`config.mk`:
```
export PLATFORM = sky130hd
export DESIGN_NAME = arm_relocation_patcher_unit
export DESIGN_NICKNAME = d
export VERILOG_FILES = /design/src/hdl/arpu_pkg.sv /design/src/hdl/arm_relocation_patcher_unit.sv /design/src/hdl/arpu_decode.sv /design/src/hdl/arpu_add.sv /design/src/hdl/arpu_pack.sv
export SDC_FILE = /design/constraint.sdc
export NUM_CORES = 1
export LEC_CHECK = 0
export ABC_AREA = 1
export BUFFER_PORTS_ARGS = -buffer_cell sky130_fd_sc_hd__buf_2
export CAP_MARGIN = 20
export CORE_MARGIN = 2
export CORE_UTILIZATION = 65
export CTS_CLUSTER_SIZE = 25
export DETAILED_ROUTE_END_ITERATION = 12
export GPL_ROUTABILITY_DRIVEN = 0
export PLACE_DENSITY = 0.84
export SYNTH_ARGS = -nofsm -noshare
export SYNTH_HDL_FRONTEND = slang
export SYNTH_SLANG_ARGS = --single-unit
export TNS_END_PERCENT = 5
```
`constraint.sdc`:
```
create_clock -name clk -period 11.1 [get_ports clk]
set_input_delay 0.555 -clock clk [delete_from_list [all_inputs] [get_ports clk]]
set_output_delay 0.555 -clock clk [all_outputs]
set_load 0.02 [all_outputs]
```
`src/hdl/arpu_pkg.sv`:
```
`timescale 1ns / 1ps

package arpu_pkg;

    localparam logic [6:0] FN_ABS32      = 7'd2;
    localparam logic [6:0] FN_THM_CALL   = 7'd10;
    localparam logic [6:0] FN_CALL       = 7'd28;
    localparam logic [6:0] FN_JUMP24     = 7'd29;
    localparam logic [6:0] FN_THM_JUMP24 = 7'd30;
    localparam logic [6:0] FN_MOVW       = 7'd43;
    localparam logic [6:0] FN_MOVT       = 7'd44;
    localparam logic [6:0] FN_THM_MOVW   = 7'd47;
    localparam logic [6:0] FN_THM_MOVT   = 7'd48;
    localparam logic [6:0] FN_TLS_IE32   = 7'd107;

    localparam logic [2:0] ST_OK          = 3'd0;
    localparam logic [2:0] ST_THUMB_RANGE = 3'd1;
    localparam logic [2:0] ST_ARM_RANGE   = 3'd2;
    localparam logic [2:0] ST_MISALIGNED  = 3'd3;
    localparam logic [2:0] ST_UNKNOWN     = 3'd4;

    localparam logic [2:0] OP_PASS = 3'd0;
    localparam logic [2:0] OP_ABS  = 3'd1;
    localparam logic [2:0] OP_THB  = 3'd2;
    localparam logic [2:0] OP_TMOV = 3'd3;
    localparam logic [2:0] OP_AMOV = 3'd4;
    localparam logic [2:0] OP_ARB  = 3'd5;

    localparam logic [31:0] TH_BIAS = 32'h00FF_FFFF;
    localparam logic [31:0] TH_SPAN = 32'h01FF_FFFF;
    localparam logic [31:0] AR_BIAS = 32'h01FF_FFFF;
    localparam logic [31:0] AR_SPAN = 32'h03FF_FFFF;

    typedef struct packed {
        logic [2:0]  op;
        logic        top;
        logic [31:0] word;
        logic [31:0] addend;
        logic [31:0] operand;
        logic [2:0]  pre_st;
    } s1_t;

    typedef struct packed {
        logic [2:0]  op;
        logic        top;
        logic [31:0] word;
        logic [31:0] sum;
        logic [2:0]  pre_st;
    } s2_t;

endpackage

```
`src/hdl/arm_relocation_patcher_unit.sv`:
```
// A result is valid once its input has passed the three register stages (decode and
// offset subtract, addend add, range check and re-pack), which all advance together.
// Throughput: one relocation per cycle while the output is not stalled.
// A stall on the output holds all three stages and raises in_stall in the same cycle.
// Reset (rst_n, asynchronous, active low) clears the stage valid bits only.
`timescale 1ns / 1ps

module arm_relocation_patcher_unit
(
    input  logic        clk,
    input  logic        rst_n,
    input  logic        in_valid,
    output logic        in_stall,
    input  logic [6:0]  func,
    input  logic [31:0] insn_word,
    input  logic [31:0] symbol_address,
    input  logic [31:0] place_address,
    output logic        out_valid,
    input  logic        out_stall,
    output logic [31:0] patched_word,
    output logic [2:0]  status
);

    logic          advance;
    logic          s1_valid;
    logic          s2_valid;
    arpu_pkg::s1_t s1;
    arpu_pkg::s2_t s2;

    assign advance  = !(out_valid && out_stall);
    assign in_stall = !advance;

    arpu_decode u_decode
    (
        .clk            (clk),
        .rst_n          (rst_n),
        .en             (advance),
        .in_valid       (in_valid),
        .func           (func),
        .insn_word      (insn_word),
        .symbol_address (symbol_address),
        .place_address  (place_address),
        .s1_valid       (s1_valid),
        .s1             (s1)
    );

    arpu_add u_add
    (
        .clk      (clk),
        .rst_n    (rst_n),
        .en       (advance),
        .s1_valid (s1_valid),
        .s1       (s1),
        .s2_valid (s2_valid),
        .s2       (s2)
    );

    arpu_pack u_pack
    (
        .clk          (clk),
        .rst_n        (rst_n),
        .en           (advance),
        .s2_valid     (s2_valid),
        .s2           (s2),
        .out_valid    (out_valid),
        .patched_word (patched_word),
        .status       (status)
    );

endmodule

```
`src/hdl/arpu_decode.sv`:
```
`timescale 1ns / 1ps

module arpu_decode
(
    input  logic               clk,
    input  logic               rst_n,
    input  logic               en,
    input  logic               in_valid,
    input  logic [6:0]         func,
    input  logic [31:0]        insn_word,
    input  logic [31:0]        symbol_address,
    input  logic [31:0]        place_address,
    output logic               s1_valid,
    output arpu_pkg::s1_t      s1
);

    logic          valid_reg;
    arpu_pkg::s1_t data_reg;
    arpu_pkg::s1_t data_next;
    logic [24:0]   thb_off;
    logic [15:0]   tmov_imm;
    logic [15:0]   amov_imm;
    logic [31:0]   delta;

    assign delta = symbol_address - place_address;

    assign thb_off = {insn_word[10], ~(insn_word[29] ^ insn_word[10]),
                      ~(insn_word[27] ^ insn_word[10]), insn_word[9:0],
                      insn_word[26:16], 1'b0};
    assign tmov_imm = {insn_word[3:0], insn_word[10], insn_word[30:28], insn_word[23:16]};
    assign amov_imm = {insn_word[19:16], insn_word[11:0]};

    always_comb
    begin
        data_next.op      = arpu_pkg::OP_PASS;
        data_next.top     = 1'b0;
        data_next.word    = insn_word;
        data_next.addend  = 32'd0;
        data_next.operand = symbol_address;
        data_next.pre_st  = arpu_pkg::ST_OK;
        unique case (func) inside
            arpu_pkg::FN_ABS32:
            begin
                data_next.op     = arpu_pkg::OP_ABS;
                data_next.addend = insn_word;
            end
            arpu_pkg::FN_THM_CALL, arpu_pkg::FN_THM_JUMP24:
            begin
                data_next.op      = arpu_pkg::OP_THB;
                data_next.addend  = {{7{thb_off[24]}}, thb_off};
                data_next.operand = delta;
            end
            arpu_pkg::FN_THM_MOVW, arpu_pkg::FN_THM_MOVT:
            begin
                data_next.op     = arpu_pkg::OP_TMOV;
                data_next.top    = (func == arpu_pkg::FN_THM_MOVT);
                data_next.addend = {{16{tmov_imm[15]}}, tmov_imm};
            end
            arpu_pkg::FN_MOVW, arpu_pkg::FN_MOVT:
            begin
                data_next.op     = arpu_pkg::OP_AMOV;
                data_next.top    = (func == arpu_pkg::FN_MOVT);
                data_next.addend = {{16{amov_imm[15]}}, amov_imm};
            end
            arpu_pkg::FN_CALL, arpu_pkg::FN_JUMP24:
            begin
                data_next.op      = arpu_pkg::OP_ARB;
                data_next.addend  = {{6{insn_word[23]}}, insn_word[23:0], 2'b00};
                data_next.operand = delta;
                if (symbol_address[1:0] != 2'b00)
                begin
                    data_next.pre_st = arpu_pkg::ST_MISALIGNED;
                end
            end
            arpu_pkg::FN_TLS_IE32:
            begin
                data_next.op = arpu_pkg::OP_PASS;
            end
            default:
            begin
                data_next.pre_st = arpu_pkg::ST_UNKNOWN;
            end
        endcase
    end

    always_ff @(posedge clk or negedge rst_n)
    begin
        if (!rst_n)
        begin
            valid_reg <= 1'b0;
        end
        else if (en)
        begin
            valid_reg <= in_valid;
        end
    end

    always_ff @(posedge clk)
    begin
        if (en)
        begin
            data_reg <= data_next;
        end
    end

    assign s1_valid = valid_reg;
    assign s1       = data_reg;

endmodule

```
`src/hdl/arpu_add.sv`:
```
`timescale 1ns / 1ps

module arpu_add
(
    input  logic          clk,
    input  logic          rst_n,
    input  logic          en,
    input  logic          s1_valid,
    input  arpu_pkg::s1_t s1,
    output logic          s2_valid,
    output arpu_pkg::s2_t s2
);

    logic          valid_reg;
    arpu_pkg::s2_t data_reg;
    arpu_pkg::s2_t data_next;

    always_comb
    begin
        data_next.op     = s1.op;
        data_next.top    = s1.top;
        data_next.word   = s1.word;
        data_next.sum    = s1.addend + s1.operand;
        data_next.pre_st = s1.pre_st;
    end

    always_ff @(posedge clk or negedge rst_n)
    begin
        if (!rst_n)
        begin
            valid_reg <= 1'b0;
        end
        else if (en)
        begin
            valid_reg <= s1_valid;
        end
    end

    always_ff @(posedge clk)
    begin
        if (en)
        begin
            data_reg <= data_next;
        end
    end

    assign s2_valid = valid_reg;
    assign s2       = data_reg;

endmodule

```
`src/hdl/arpu_pack.sv`:
```
`timescale 1ns / 1ps

module arpu_pack
(
    input  logic          clk,
    input  logic          rst_n,
    input  logic          en,
    input  logic          s2_valid,
    input  arpu_pkg::s2_t s2,
    output logic          out_valid,
    output logic [31:0]   patched_word,
    output logic [2:0]    status
);

    logic        valid_reg;
    logic [31:0] word_reg;
    logic [31:0] word_next;
    logic [2:0]  status_reg;
    logic [2:0]  status_next;
    logic [31:0] thb_chk;
    logic [31:0] arb_chk;
    logic [15:0] half;
    logic [31:0] w;
    logic [31:0] off;
    logic        s;

    assign w       = s2.word;
    assign off     = s2.sum;
    assign s       = off[24];
    assign half    = s2.top ? off[31:16] : off[15:0];
    assign thb_chk = off + arpu_pkg::TH_BIAS;
    assign arb_chk = off + arpu_pkg::AR_BIAS;

    always_comb
    begin
        word_next   = w;
        status_next = s2.pre_st;
        case (s2.op)
            arpu_pkg::OP_ABS:
            begin
                word_next = off;
            end
            arpu_pkg::OP_THB:
            begin
                if (thb_chk >= arpu_pkg::TH_SPAN)
                begin
                    status_next = arpu_pkg::ST_THUMB_RANGE;
                end
                else
                begin
                    word_next = {w[31:30], s ^ ~off[23], w[28], s ^ ~off[22], off[11:1],
                                 w[15:11], s, off[21:12]};
                end
            end
            arpu_pkg::OP_TMOV:
            begin
                word_next = {w[31], half[10:8], w[27:24], half[7:0],
                             w[15:11], half[11], w[9:4], half[15:12]};
            end
            arpu_pkg::OP_AMOV:
            begin
                word_next = {w[31:20], half[15:12], w[15:12], half[11:0]};
            end
            arpu_pkg::OP_ARB:
            begin
                if (s2.pre_st == arpu_pkg::ST_OK)
                begin
                    if (arb_chk >= arpu_pkg::AR_SPAN)
                    begin
                        status_next = arpu_pkg::ST_ARM_RANGE;
                    end
                    else
                    begin
                        word_next = {w[31:24], off[25:2]};
                    end
                end
            end
            default:
            begin
                word_next = w;
            end
        endcase
    end

    always_ff @(posedge clk or negedge rst_n)
    begin
        if (!rst_n)
        begin
            valid_reg <= 1'b0;
        end
        else if (en)
        begin
            valid_reg <= s2_valid;
        end
    end

    always_ff @(posedge clk)
    begin
        if (en)
        begin
            word_reg   <= word_next;
            status_reg <= status_next;
        end
    end

    assign out_valid    = valid_reg;
    assign patched_word = word_reg;
    assign status       = status_reg;

endmodule

```
==> flow_summary.json <==
{
  "drtAntennaViolNets": 0,
  "ys_top_cells_by_area": "edfxtp_1 (44%), nand2_1 (13%), inv_1 (6.0%)",
  "max_stage_delay_ps": 700,
  "clock-sinks": 210,
  "slowest_stage": "nand3_2",
  "area_delta_synth_final_pct": 11.8,
  "drc": 0,
  "synthCells": 1788,
  "dp_hpwl_mm": 31.5,
  "slew_violations": 0,
  "viasPerCell": 6.25,
  "cts_buffer_depth": 3,
  "drtPass1Iterations": 10,
  "relSlewSlack_pct": 34.7,
  "row_count": 54,
  "synth_nets": 1962,
  "grt-ovfl-total": 0,
  "synth_edf_count": 207,
  "dr.first_iter.drc_count": 1864,
  "rr_startpoint": "u_add.s2[27]",
  "period_minus_slack_ps": 3730,
  "p_leak_uw": 0.00743,
  "grt_usage_pct": 35.7,
  "floorplan.die.height_um": 152,
  "crit_path_frequent_cell": "nor2_1",
  "vias": 13866,
  "yosysTopAreaCell": "edfxtp_1",
  "wl_per_cell_um": 19.0,
  "fin_util_pct": 73.5,
  "setup_viol": 0,
  "htree_levels": 1,
  "finalNetCount": 2095,
  "syn_avg_cell_area_um2": 7.97,
  "cts_setup_buffers": 0,
  "period_share_pct": 33.6,
  "tns_ps": 0,
  "cts-root-buf": "clkbuf_16",
  "path_cells": "inv_1 -> ha_1 -> nand2_1 -> nor2_1 -> nand4_1 -> nand3_1 -> nor2_1 -> nand3_2 -> nand3_2 -> nor2_1 -> nor2_1 -> nor2_1 -> nor2_1",
  "skew_ps": 29.8,
  "synthFlopType": "edfxtp_1",
  "cp-end-kind": "flip-flop",
  "postSynth.asyncResetShare_pct": 1.43,
  "grt_max_degree": 95,
  "yosysWarnings": 0,
  "drive_gt1_share_pct": 11.7,
  "path_clk_slew_ps": 60,
  "power_density_nw_per_um2": 227,
  "cts_buffers": 22,
  "crit_required_ps": 11380,
  "synthTopCellsByCount": "nand2_1 (486), inv_1 (227), edfxtp_1 (207), nor2_1 (161), nand3_1 (142)",
  "fill_cells": 1592,
  "tightest_slew_ps": 974,
  "grt_setup_unrepaired": "false",
  "antenna_found_initial": 0,
  "path_class": "flip-flop to flip-flop",
  "status": "finished, final reports clean",
  "crit_path_max_fanout": 32,
  "cp_data_arrival_time_ps": 4010,
  "syn_area_um2": 14200,
  "largest_reg_flops": 102,
  "cts_tree": "done",
  "reg2reg_to": "u_pack.patched_word[5]",
  "cp-endpoint": "u_pack.patched_word[5]",
  "drv_cap": 0,
  "crit_start": "u_add.s2[27]",
  "cp-start-kind": "flip-flop",
  "ios": 144,
  "post-synth-top-area-fraction_pct": 43.6,
  "peakVddDrop_mv": 0.136,
  "min_path_type": "input port to flip-flop",
  "synth.yosys.seq_area_share_pct": 44.2,
  "fp.dieW_um": 152,
  "wl_mm": 42.2,
  "worstHoldStart": "insn_word[20]",
  "yosysMostFrequentCell": "nand2_1",
  "core_area_um2": 21700,
  "dieArea_um2": 23100,
  "port_buffers": 143,
  "ys_ff_latch": 210,
  "grt_pass1_vias": 12893,
  "clock_latency_ps": 530,
  "ys_types": 51,
  "initial_core_util_pct": 65.7,
  "reg2regPathDepth": 13,
  "grt_pass1_wl_mm": 66.2,
  "fmaxAchievable_ghz": 0.268,
  "rrSetupSlack_ps": 7370,
  "antenna_cells": 0,
  "hold_viol": 0
}
-- per-stage QoR --
| step | area [µm²] | cells | power, µW | worst slack (ps) | hold slack [ps] |
|---|---|---|---|---|---|
| final | 15900 | 2217 | 3610 | 7370 | 219 |
| after global routing | 15900 | 2217 | 3790 | 7160 | 216 |
| after CTS | 15900 | 2214 | 3540 | 7010 | 213 |
| after detailed placement | 15200 | 2173 | 2820 | 7060 | 356 |
| after global placement | 15200 | 2173 | 2770 | 7220 | 354 |
| after floorplan | 14200 | 1788 | 2390 | 4590 | 259 |
-- layout by cell type, fill, tap and decap left out, types with 4 or more instances in the layout --
| cell type | Yosys | final |
|---|---|---|
| a21o_1 | 10 | 10 |
| nor3_1 | 18 | 18 |
| nor2_1 | 161 | 160 |
| clkbuf_16 | 0 | 22 |
| nand3_1 | 142 | 142 |
| nand4_1 | 46 | 46 |
| nor4_1 | 6 | 6 |
| xor2_1 | 27 | 27 |
| clkinv_2 | 0 | 5 |
| o21ai_0 | 89 | 89 |
| inv_2 | 5 | 5 |
| buf_2 | 16 | 143 |
| a21oi_1 | 74 | 74 |
| nand3b_1 | 7 | 7 |
| edfxtp_1 | 207 | 207 |
| nand2_2 | 4 | 4 |
| inv_1 | 227 | 227 |
| xnor2_1 | 22 | 22 |
| clkinv_1 | 6 | 11 |
| a221oi_1 | 11 | 11 |
| nor2_2 | 15 | 16 |
| or2_2 | 6 | 6 |
| buf_4 | 3 | 6 |
| a31oi_1 | 13 | 13 |
| o31ai_1 | 4 | 4 |
| ha_1 | 65 | 65 |
| a211oi_1 | 17 | 17 |
| o2111ai_1 | 17 | 17 |
| o21bai_1 | 5 | 5 |
| nand2_1 | 486 | 485 |
| o22ai_1 | 17 | 17 |
| o211ai_1 | 8 | 8 |
-- worst max-delay path: cells and delay by family, from the launching register on --
family	cells	cell delay (ps)
buf+inv	1	250
fa+ha+maj	1	320
flops	1	530
simple gates	11	2410
-- what timing repair did --
item,CTS,global route
endpoints found under the hold margin,3,0
resized for setup,0,0
hold buffers,1,0
setup endpoints to repair,0,0
-- worst min-delay path by stage --
stage                             to  slack, ps  cells past startpoint
finish               u_decode.s1[87]        220                      1
global route         u_decode.s1[87]        220                      1
CTS                  u_decode.s1[87]        210                      1
detailed placement  u_pack.out_valid        360                      1
global placement    u_pack.out_valid        350                      1
floorplan             u_add.s2_valid        260                      0
-- routing by layer --
layer  vias to the layer above  global-route usage [%]  wire length [µm]
li1                       6380                       -                 -
met3                       252                    6.05              5120
met5                         -                       0                 0
met2                      1075                    58.2             19100
met4                         0                    20.5              3140
met1                      6159                    45.3             14800
-- cell type report --
type	count	area, µm²	share of cell area, %
Multi-Input combinational cell	1296	6870	43.1
Inverter	238	893	5.61
Timing Repair Buffer	153	833	5.23
Tap cell	280	350	2.20
Sequential cell	210	6290	39.5
Clock inverter	15	136	0.856
Clock buffer	25	562	3.53
-- logic make-up (layout without fill, tap and decap cells) --
kind of cell | Yosys count | count (layout) | synth area share (%)
DFF | 210 | 210 | 44.2
and+or+nand+nor | 902 | 902 | 27.3
xor gates and xnor gates | 49 | 49 | 3.01
adders and majority gates | 67 | 67 | 5.99
buffers and inverters | 282 | 431 | 7.70
AOI/OAI and AO/OA | 278 | 278 | 11.9
-- power breakdown --
| group | switching, µW | total, µW | internal [µW] |
|---|---|---|---|
| Clock | 306 | 718 | 412 |
| Sequential | 249 | 1460 | 1210 |
| Combinational | 998 | 1440 | 442 |
(Power assumes the default switching activity.)
